<file path="src/rtl/uart_rb_pkg.sv">
// ----------------------------------------------------------------------------
// uart_rb_pkg
// shared types and codes of the serial port receive / transmit ring buffers
// ----------------------------------------------------------------------------
package uart_rb_pkg;

	typedef enum logic [1:0] {
		OP_RX_BYTE   = 2'd0,
		OP_APP_READ  = 2'd1,
		OP_APP_WRITE = 2'd2,
		OP_TX_DONE   = 2'd3
	} op_t;

	localparam logic REG_RX_SIZE = 1'b0;
	localparam logic REG_TX_SIZE = 1'b1;

	localparam logic [8:0] SIZE_RESET = 9'd256;

	typedef struct packed {
		logic read_ok;
		logic write_ok;
		logic tx_valid;
		logic tx_fwd;
	} res_flags_t;

endpackage

</file>
<file path="src/rtl/uart_rb_ring_ram.sv">
// ----------------------------------------------------------------------------
// uart_rb_ring_ram
// byte ring storage, one write and one registered read port
// ----------------------------------------------------------------------------
module uart_rb_ring_ram #(
	parameter int DEPTH = 256,
	parameter int AW    = 8
) (
	input  logic          clk,
	input  logic          we,
	input  logic [AW-1:0] waddr,
	input  logic [7:0]    wdata,
	input  logic          re,
	input  logic [AW-1:0] raddr,
	output logic [7:0]    rdata
);

	logic [7:0] mem [DEPTH];

	always_ff @(posedge clk) begin
		if (we) begin
			mem[waddr] <= wdata;
		end
		if (re) begin
			rdata <= mem[raddr];
		end
	end

endmodule

</file>
<file path="src/rtl/uart_rb_ctrl.sv">
// ----------------------------------------------------------------------------
// uart_rb_ctrl
// ring pointers, transmitter state and overflow flag; drives both ring memories
// ----------------------------------------------------------------------------
module uart_rb_ctrl #(
	parameter int RING_DEPTH = 256,
	parameter int PW         = 8
) (
	input  logic                   clk,
	input  logic                   arst_n,
	input  logic                   accept,
	input  logic [1:0]             op,
	input  logic [7:0]             data_in,
	input  logic [8:0]             rx_size,
	input  logic [8:0]             tx_size,
	output logic                   rx_we,
	output logic [PW-1:0]          rx_waddr,
	output logic                   rx_re,
	output logic [PW-1:0]          rx_raddr,
	output logic                   tx_we,
	output logic [PW-1:0]          tx_waddr,
	output logic                   tx_re,
	output logic [PW-1:0]          tx_raddr,
	output logic                   done_s1,
	output uart_rb_pkg::res_flags_t flags_s1,
	output logic [7:0]             byte_s1,
	output logic                   overflow
);

	localparam int SW = $clog2(RING_DEPTH + 1);
	localparam logic [8:0] DEPTH_R = 9'(RING_DEPTH);

	logic [PW-1:0] rx_head_q, rx_tail_q, tx_head_q, tx_tail_q;
	logic [PW-1:0] rx_head_d, rx_tail_d, tx_head_d, tx_tail_d;
	logic          tx_busy_q, tx_busy_d;
	logic          ovf_q, ovf_d;
	logic [SW-1:0] rsz, tsz;
	logic [PW-1:0] nx_rh, nx_th;
	uart_rb_pkg::res_flags_t flags;

	function automatic logic [SW-1:0] used_size(input logic [8:0] r);
		logic [SW-1:0] s;
		if (r < 9'd2) begin
			s = SW'(2);
		end else if (r > DEPTH_R) begin
			s = SW'(RING_DEPTH);
		end else begin
			s = r[SW-1:0];
		end
		return s;
	endfunction

	function automatic logic [PW-1:0] adv(input logic [PW-1:0] p, input logic [SW-1:0] s);
		logic [SW-1:0] inc;
		inc = SW'(p) + SW'(1);
		return (inc >= s) ? '0 : inc[PW-1:0];
	endfunction

	assign rsz   = used_size(rx_size);
	assign tsz   = used_size(tx_size);
	assign nx_rh = adv(rx_head_q, rsz);
	assign nx_th = adv(tx_head_q, tsz);

	assign rx_waddr = rx_head_q;
	assign rx_raddr = rx_tail_q;
	assign tx_waddr = tx_head_q;
	assign tx_raddr = tx_tail_q;

	always_comb begin
		rx_head_d = rx_head_q;
		rx_tail_d = rx_tail_q;
		tx_head_d = tx_head_q;
		tx_tail_d = tx_tail_q;
		tx_busy_d = tx_busy_q;
		ovf_d     = ovf_q;
		rx_we     = 1'b0;
		rx_re     = 1'b0;
		tx_we     = 1'b0;
		tx_re     = 1'b0;
		flags     = '0;
		if (accept) begin
			case (uart_rb_pkg::op_t'(op))
				uart_rb_pkg::OP_RX_BYTE: begin
					rx_we     = 1'b1;
					rx_head_d = nx_rh;
					if (nx_rh == rx_tail_q) begin
						rx_tail_d = adv(rx_tail_q, rsz);
						ovf_d     = 1'b1;
					end
				end
				uart_rb_pkg::OP_APP_READ: begin
					if (rx_tail_q != rx_head_q) begin
						rx_re         = 1'b1;
						flags.read_ok = 1'b1;
						rx_tail_d     = adv(rx_tail_q, rsz);
					end
				end
				uart_rb_pkg::OP_APP_WRITE: begin
					if (nx_th != tx_tail_q) begin
						tx_we          = 1'b1;
						tx_head_d      = nx_th;
						flags.write_ok = 1'b1;
						// empty ring and idle transmitter: byte goes straight out
						if (tx_head_q == tx_tail_q && !tx_busy_q) begin
							flags.tx_valid = 1'b1;
							flags.tx_fwd   = 1'b1;
							tx_tail_d      = adv(tx_tail_q, tsz);
							tx_busy_d      = 1'b1;
						end
					end
				end
				uart_rb_pkg::OP_TX_DONE: begin
					if (tx_head_q != tx_tail_q) begin
						tx_re          = 1'b1;
						flags.tx_valid = 1'b1;
						tx_tail_d      = adv(tx_tail_q, tsz);
						tx_busy_d      = 1'b1;
					end else begin
						tx_busy_d = 1'b0;
					end
				end
				default: begin
				end
			endcase
		end
	end

	always_ff @(posedge clk or negedge arst_n) begin
		if (!arst_n) begin
			rx_head_q <= '0;
			rx_tail_q <= '0;
			tx_head_q <= '0;
			tx_tail_q <= '0;
			tx_busy_q <= 1'b0;
			ovf_q     <= 1'b0;
			done_s1   <= 1'b0;
			flags_s1  <= '0;
		end else begin
			rx_head_q <= rx_head_d;
			rx_tail_q <= rx_tail_d;
			tx_head_q <= tx_head_d;
			tx_tail_q <= tx_tail_d;
			tx_busy_q <= tx_busy_d;
			ovf_q     <= ovf_d;
			done_s1   <= accept;
			flags_s1  <= flags;
		end
	end

	always_ff @(posedge clk) begin
		byte_s1 <= data_in;
	end

	assign overflow = ovf_q;

endmodule

</file>
<file path="src/rtl/uart_rx_tx_ring_buffers.sv">
// ----------------------------------------------------------------------------
// uart_rx_tx_ring_buffers
// receive and transmit ring buffers of a serial port, one event per item
// ----------------------------------------------------------------------------
// an item is taken when start is high and busy is low; busy stays low, so an
// item may be issued in every cycle. op selects the event: byte received,
// application read, application write, transmit complete.
// each item gives one result in the next cycle: done is high for exactly that
// cycle and read_byte, read_ok, write_ok, tx_valid, tx_byte and rx_overflow
// are valid with it. the receiver cannot stall; results are never held.
// all result fields are registered, the read bytes in the registered read
// port of the ring memories; throughput is one item per cycle.
// the ring sizes are set through the apb port (rx at 0, tx at 4) while idle.
// reset clears pointers, transmitter state and overflow flag and sets both
// sizes to the maximum; ring contents are not cleared and need no sweep.
// ----------------------------------------------------------------------------
module uart_rx_tx_ring_buffers #(
	parameter int RING_DEPTH = 256
) (
	input  logic        clk,
	input  logic        arst_n,
	input  logic        start,
	output logic        busy,
	input  logic [1:0]  op,
	input  logic [7:0]  data_in,
	output logic        done,
	output logic [7:0]  read_byte,
	output logic        read_ok,
	output logic        write_ok,
	output logic        tx_valid,
	output logic [7:0]  tx_byte,
	output logic        rx_overflow,
	input  logic        psel,
	input  logic        penable,
	input  logic        pwrite,
	input  logic [2:0]  paddr,
	input  logic [31:0] pwdata,
	output logic [31:0] prdata,
	output logic        pready
);

	localparam int PW = $clog2(RING_DEPTH);

	logic [8:0]    rx_size_q, tx_size_q;
	logic          accept;
	logic          cfg_wr;
	logic          rx_we, rx_re, tx_we, tx_re;
	logic [PW-1:0] rx_waddr, rx_raddr, tx_waddr, tx_raddr;
	logic [7:0]    rx_rdata, tx_rdata, byte_s1;
	uart_rb_pkg::res_flags_t flags_s1;

	assign busy   = 1'b0;
	assign pready = 1'b1;
	assign accept = start && !busy;
	assign cfg_wr = psel && penable && pwrite && pready;

	always_ff @(posedge clk or negedge arst_n) begin
		if (!arst_n) begin
			rx_size_q <= uart_rb_pkg::SIZE_RESET;
			tx_size_q <= uart_rb_pkg::SIZE_RESET;
		end else if (cfg_wr) begin
			if (paddr[2] == uart_rb_pkg::REG_RX_SIZE) begin
				rx_size_q <= pwdata[8:0];
			end else begin
				tx_size_q <= pwdata[8:0];
			end
		end
	end

	assign prdata = (paddr[2] == uart_rb_pkg::REG_TX_SIZE) ? {23'd0, tx_size_q}
	                                                      : {23'd0, rx_size_q};

	uart_rb_ctrl #(
		.RING_DEPTH(RING_DEPTH),
		.PW        (PW)
	) u_ctrl (
		.clk     (clk),
		.arst_n  (arst_n),
		.accept  (accept),
		.op      (op),
		.data_in (data_in),
		.rx_size (rx_size_q),
		.tx_size (tx_size_q),
		.rx_we   (rx_we),
		.rx_waddr(rx_waddr),
		.rx_re   (rx_re),
		.rx_raddr(rx_raddr),
		.tx_we   (tx_we),
		.tx_waddr(tx_waddr),
		.tx_re   (tx_re),
		.tx_raddr(tx_raddr),
		.done_s1 (done),
		.flags_s1(flags_s1),
		.byte_s1 (byte_s1),
		.overflow(rx_overflow)
	);

	uart_rb_ring_ram #(
		.DEPTH(RING_DEPTH),
		.AW   (PW)
	) u_rx_ram (
		.clk  (clk),
		.we   (rx_we),
		.waddr(rx_waddr),
		.wdata(data_in),
		.re   (rx_re),
		.raddr(rx_raddr),
		.rdata(rx_rdata)
	);

	uart_rb_ring_ram #(
		.DEPTH(RING_DEPTH),
		.AW   (PW)
	) u_tx_ram (
		.clk  (clk),
		.we   (tx_we),
		.waddr(tx_waddr),
		.wdata(data_in),
		.re   (tx_re),
		.raddr(tx_raddr),
		.rdata(tx_rdata)
	);

	// result fields; tx_byte is the forwarded byte when a write starts the idle transmitter
	assign read_ok   = flags_s1.read_ok;
	assign write_ok  = flags_s1.write_ok;
	assign tx_valid  = flags_s1.tx_valid;
	assign read_byte = flags_s1.read_ok ? rx_rdata : 8'd0;
	assign tx_byte   = !flags_s1.tx_valid ? 8'd0 : (flags_s1.tx_fwd ? byte_s1 : tx_rdata);

`ifndef ASSERT_OFF
	a_done_follows: assert property (@(posedge clk) disable iff (!arst_n)
		accept |=> done)
		else $error("item accepted without a result in the next cycle");

	a_no_spurious: assert property (@(posedge clk) disable iff (!arst_n)
		!accept |=> !done)
		else $error("result without an accepted item");

	a_ovf_sticky: assert property (@(posedge clk) disable iff (!arst_n)
		!$fell(rx_overflow))
		else $error("overflow flag cleared");

	a_tx_source: assert property (@(posedge clk) disable iff (!arst_n)
		accept ##1 (done && tx_valid) |-> ($past(op) == uart_rb_pkg::OP_APP_WRITE ||
		$past(op) == uart_rb_pkg::OP_TX_DONE))
		else $error("byte sent on an event that cannot send");
`endif

endmodule

</file>
<file path="config.mk">
export PLATFORM = sky130hd
export DESIGN_NAME = uart_rx_tx_ring_buffers
export DESIGN_NICKNAME = d
export VERILOG_FILES = /design/src/rtl/uart_rb_pkg.sv /design/src/rtl/uart_rb_ring_ram.sv /design/src/rtl/uart_rb_ctrl.sv /design/src/rtl/uart_rx_tx_ring_buffers.sv
export SDC_FILE = /design/constraint.sdc
export NUM_CORES = 2
export LEC_CHECK = 0
export BUFFER_PORTS_ARGS = -buffer_cell sky130_fd_sc_hd__buf_4
export CORE_UTILIZATION = 57
export DETAILED_ROUTE_END_ITERATION = 10
export PLACE_DENSITY = 0.76
export SYNTH_ARGS = -nofsm -noshare
export SYNTH_HDL_FRONTEND = slang
export SYNTH_SLANG_ARGS = --single-unit
</file>
<file path="constraint.sdc">
create_clock -name clk -period 4.75 [get_ports clk]
set_clock_uncertainty 0.15 [all_clocks]
set_input_delay 0.2375 -clock clk [delete_from_list [all_inputs] [get_ports clk]]
set_output_delay 0.2375 -clock clk [all_outputs]
set_load 0.05 [all_outputs]
</file>
* Yosys cells after proc, flatten, opt, wreduce, memory -nomap -nowiden *
Memories as Yosys holds them, arrays and structs flattened. A register that Yosys moved wholly into a read port is not among the register bits.
Cells that the tools add are included.

operators by class
  add/sub/neg operators = 4
  magnitude comparators = 8
  equal/unequal tests = 13
  mux-type cells = 43
  bitwise logic cells = 1
  reduce and logical (&&, ||, !) cells = 15

operators by type and width
  cell                                                                     count
  8-bit 2-to-1 mux                                                         12
  9-bit 2-to-1 mux                                                         5
  8-bit by 1-bit adder with 9-bit output, second input constant            4
  9-bit >= comparator                                                      4
  8-bit one-hot mux with 2 select lines                                    2
  8-bit inequality test                                                    3
  1-bit 2-to-1 mux                                                         19
  9-bit > comparator, second input constant                                2
  9-bit by 2-bit < comparator with 1-bit output, second input constant     2
  8-bit equality test                                                      2
  2-bit by 1-bit inequality test with 1-bit output, second input constant  5
  4-bit AND reduction                                                      2
  2-bit AND reduction                                                      3
  3-bit AND reduction                                                      2
  5-bit AND reduction                                                      1
  2-bit equality test, second input constant                               2
  4-bit 2-to-1 mux                                                         1
  1-bit one-hot mux with 2 select lines                                    2
  2-bit nonzero test                                                       2
  1-bit logical AND                                                        3
  3-bit 2-to-1 mux                                                         1
  2-bit by 1-bit equality test with 1-bit output, second input constant    1
  2-bit logical NOT                                                        1
  2-bit 2-to-1 mux                                                         1
  2 further kinds                                                          2

storage, ports and cells
  register bits after elaboration = 65
  memory bits (writable) = 4096
  word-level logic and storage cells = 100
  memories = 2

memories
  name          depth  width  read ports  clocked after memory_dff  wr ports  line                    text
  u_rx_ram.mem  256    8      1           1                         1         uart_rb_ring_ram.sv:18  logic [7:0] mem [DEPTH];
  u_tx_ram.mem  256    8      1           1                         1         uart_rb_ring_ram.sv:18

* Logic depth before layout (Yosys ltp) *
  depth in word-level cells = 11
  mapped depth = 18
  mapped depth without buffers = 15

* Hierarchy *
Synthesis repeated with hierarchy kept, for this count alone.

second synthesis, totals
  cells, all modules = 8030
  area, all modules = 164292.6 um^2

modules (own cells, without submodules)
  module                   times used  cells each  area an instance (um^2)  sequential area each (um^2)
  uart_rb_ring_ram         2           3733        79636.4                  61739.2
  uart_rb_ctrl             1           464         3826.2                   1136.1
  uart_rx_tx_ring_buffers  1           100         1193.6                   452.9

* Worst setup path before layout *
OpenSTA, ideal clock, no wires.

  kind = register -> register
  from = reg u_ctrl.tx_head_q[5], in the netlist u_ctrl.tx_waddr[5]
  to = mem u_tx_ram.mem[151][0] (enable)
  setup time = 0.370 ns
  data arrival time = 3.933 ns
  required time = 4.230 ns
  slack = 0.296 ns
  cell stages (with the launch flop) = 19
  path buffers = 5
  cell sequence = dfrtp_1 -> buf_2 -> and2_1 -> clkbuf_1 -> nand3_1 -> clkbuf_1 -> nor2_1 -> ha_1 -> and4_1 -> nor2b_1 -> a31oi_2 -> nand2_1 -> nor3_1 -> o41ai_2 -> nand3_1 -> buf_4 -> nand3_2 -> buf_4 -> nor2_1

on the way
  cells in the longest elaborated chain, start to end = 9

RTL lines
  element                                 line                    text
  start: declaration                      uart_rb_ctrl.sv:33      logic [PW-1:0] rx_head_q, rx_tail_q, tx_head_q, tx_tail_q;
  start signal: assignment                uart_rb_ctrl.sv:141     tx_head_q <= tx_head_d;
  8-bit by 1-bit adder with 9-bit output  uart_rb_ctrl.sv:55      inc = SW'(p) + SW'(1);
  9-bit >= comparator                     uart_rb_ctrl.sv:56      return (inc >= s) ? '0 : inc[PW-1:0];
  8-bit 2-to-1 mux                        uart_rb_ctrl.sv:56
  8-bit inequality test                   uart_rb_ctrl.sv:99      if (nx_th != tx_tail_q) begin
  1-bit 2-to-1 mux                        uart_rb_ctrl.sv:99
  1-bit 2-to-1 mux                        uart_rb_ctrl.sv:82      case (uart_rb_pkg::op_t'(op))
  1-bit 2-to-1 mux                        uart_rb_ctrl.sv:81      if (accept) begin
  1-bit 2-to-1 mux                        uart_rb_ring_ram.sv:21  if (we) begin
  1-bit 2-to-1 mux (not written as such)  uart_rb_ring_ram.sv:22  mem[waddr] <= wdata;
  end: declaration                        uart_rb_ring_ram.sv:18

Several ways; a longest one is shown, not always the timed one.

* Final worst setup path *
  from = reg u_ctrl.tx_head_q[0], in the netlist u_ctrl.tx_waddr[0]
  to = mem u_tx_ram.mem[36][5] (enable)

The elaborated chain is that of the path after synthesis.

==> key figures <==
Placed design
  • IO Port Bufs: 55
  • GPL Wtd Cong: 0.910
  • Cell count after placement: 11710
  • Placed Area: 172000 sq um
  • DP Wirelength: 234000 um

Finish
  • Area of the multi-input gates: 36500 sq um
  • Share of layout cells above drive strength 1: 25.4%
  • # nets final: roughly 8500
  • Commonest non-fill, non-tap cells in the layout: edfxtp_1, mux4_2, nor2_1, mux2i_1, buf_4
  • # fillers: 17804
  • Commonest non-fill, non-tap cell in the layout: edfxtp_1
  • Non-filler instance count after layout: approximately 12000
  • Cell area after layout: 186000 sq um
  • Register area: between 100000 and 150000 sq um
  • P&R area growth vs syn: 13.4%

Yosys
  • Post-synth EDFFs: 4112
  • Top_reg_cell synth: edfxtp_1
  • Leading area contributor after synthesis: edfxtp_1
  • Netlist cell types: 77
  • #FFs+latches synth: 4177
  • Post-Syn Instances: just under 8000
  • Ys async rst share: 1.36%
  • Synth Warn #: 0
  • Syn avg cell area: 20.9 sq um
  • Synth area leaders: edfxtp_1, mux4_2, mux2i_1, nor2_1, o221ai_1
  • Top-area cell type share of the netlist area: between 70% and 80%
  • Mapped cell area: 164000 sq um
  • Sequential area share after synthesis: ~76%

Global route
  • Number of global-route vias before repair: 83464
  • First-pass GRT wire length: 576000 um
  • Overflow after GRT: 0
  • Initial antenna violation count: 12
  • Largest net degree at the start of global routing: 140
  • Gr usage total: roughly 27%

Die
  • Starting Density: 57.4%
  • Core area: roughly 290000 sq um
  • Core Rows: just under 200
  • Die width: 538 um
  • Die area: 289000 sq um
  • Die Y: 538 um
  • # IOs: 106

Route
  • Post-DRT Antenna Nets: 0
  • Routed WL per cell: 31.7 um
  • Drt drc: 0
  • DRT iter0 DRCs: 10625
  • Routed WL: 395000 um
  • Via count: about 83000
  • Via-to-Cell Ratio: 6.65
  • First drt pass iteration count: 8

CTS
  • Setup Buffers After CTS: 0
  • Clock Latency Late Sink: 0.92 ns
  • CTS tree: built
  • Clock Pin Slew Worst Setup and Hold Paths: 0.06 ns
  • CTS buffer count: ~400
  • Bufs on Longest Clock Path: 4
  • Clock Sinks: 4177
  • Clock root cell: clkbuf_16
  • H-tree Lvls: 5

STA
  • Crit share post-route: 96.6%
  • Post-layout min period: between 4 and 5 ns
  • FMAX: 0.218 GHz
  • Tightest Pin Transition: 1.37 ns
  • Unrepaired setup endpoints after global routing: no
  • Final Hold Viols: 0
  • # setup viols final: 0
  • Slew Limit Fails: 0
  • Setup tns final: 0 ns
  • Hold Slack: approximately 0.08 ns
  • Worst slew margin: 8.36%

Critical path
  • Setup crit start kind: flip-flop
  • CP Capture Type: flip-flop
  • Setup CP Type: reg2reg
  • Critical Path RT: 5.24 ns
  • Critical-path maximum fanout: 14
  • CP arrival: 5.08 ns
  • Flop-to-flop setup slack: 0.16 ns

Power
  • Design Power: 100 mW
  • Power Dens Cells: 539 nW/um^2
  • VDD IR max: 0.565 mV
  • Pleak: 58.7 nW

Outcome
  • Run status: finished, final reports clean

Worst hold path
  • Worst Hold Class: in2reg

Flow run
  • Max Cap Violations: 0
[stage by stage]
stage / setup slack [ns] / util [%]
floorplan: 0.296 / -
global placement: 0.345 / 60.2
detailed placement: 0.272 / 60.2
CTS: 0.231 / 65.0
global route: 0.00207 / 65.0
finish: 0.163 / 65.0
[cell type report]
cell class | count | area share [%]
clock inverter | 242 | 1.48
inverter | 25 | 0.0546
antenna | 9 | 0.0121
multi-input combinational | 3160 | 19.7
sequential | 4177 | 67.4
tap | 3762 | 2.54
clock buffer | 479 | 5.67
timing repair buffer | 629 | 3.20
[flip-flops by register name, summed over array words and instances (netlist names)]
name              count
u_ctrl.byte_s1        8
u_ctrl.flags_s1       4
u_ctrl.rx_waddr       8
u_ctrl.rx_raddr       8
u_tx_ram.mem       2048
u_tx_ram.rdata        8
u_ctrl.tx_waddr       8
u_rx_ram.rdata        8
tx_size_q             9
u_ctrl.tx_raddr       8
rx_size_q             9
u_rx_ram.mem       2048
u_ctrl.overflow       1
u_ctrl.done_s1        1
u_ctrl.tx_busy_q      1
[timing repair]
action	4_1_cts	5_1_grt
hold endpoints to repair	980	0
hold buffers	43	0
resized for setup	0	7
endpoints found under the setup margin	0	38
[worst paths after layout]
check | from | to | cells after the start
setup / recovery | u_ctrl.tx_waddr[0]$_DFFE_PN0P_ | u_tx_ram.mem[36][5]$_DFFE_PP_ | 18
max in group asynchronous | arst_n | u_ctrl.tx_raddr[1]$_DFFE_PN0P_ | 4
setup reg to reg | u_ctrl.tx_waddr[0]$_DFFE_PN0P_ | u_tx_ram.mem[36][5]$_DFFE_PP_ | 18
hold / removal | pwdata[4] | tx_size_q[4]$_DFFE_PN0P_ | 3
min in group asynchronous | arst_n | u_ctrl.tx_raddr[6]$_DFFE_PN0P_ | 4
hold reg to reg | u_ctrl.tx_busy_q$_DFFE_PN0P_ | u_ctrl.tx_busy_q$_DFFE_PN0P_ | 2
[critical path, stage by stage, from the launching register on]
cell       delay, ns
dfrtp_1         0.44
ha_1            0.24
nand3_1         0.08
xor2_1          0.30
inv_1           0.13
ha_1            0.31
and4_1          0.21
nor2b_1         0.14
a31oi_2         0.24
nand2_1         0.26
a2bb2oi_1       0.22
o41ai_2         0.26
nand3_1         0.14
buf_4           0.18
buf_4           0.19
nand3_2         0.10
buf_4           0.36
nor2_1          0.12
buf_4           0.22
[power by group]
part / switching (mW) / internal [mW]
Clock: 13.5 / 18.7
Combinational: 14.6 / 11.8
Sequential: 0.632 / 40.8
Total: 28.8 / 71.3
[cells in the mapped netlist, types with 31 or more instances]
library cell / number
buf_1: 41
mux2i_1: 525
nor4_1: 31
buf_2: 140
ha_1: 46
nor3_1: 105
dfrtp_1: 55
mux4_2: 945
o22ai_1: 149
nand2_1: 95
o21ai_0: 35
buf_4: 53
edfxtp_1: 4112
clkbuf_1: 265
o221ai_1: 225
mux2_2: 31
nand3_1: 38
nor2_1: 555
a21oi_1: 124
[kinds of logic (layout without fill, tap and decap cells)]
kind of cell	after synthesis	count (layout)	synth area share (%)
buffers and inverters	528	1375	1.46
other	2	34	0.00459
DFF	4177	4177	76.4
adders and majority gates	46	46	0.351
and+or+nand+nor	930	930	2.50
muxes	1501	1501	16.4
xor gates and xnor gates	44	44	0.253
AOI/OAI and AO/OA	614	614	2.66
[layer usage]
layer	share of wire [%]	track usage [%]	vias to the layer above
met5	0.0083	0	-
met4	4.4	11.4	6
met3	9.5	4.57	840
met2	49	44.4	5167
met1	37	37.4	43231
li1	-	-	33801
(Power assumes the default switching activity.)
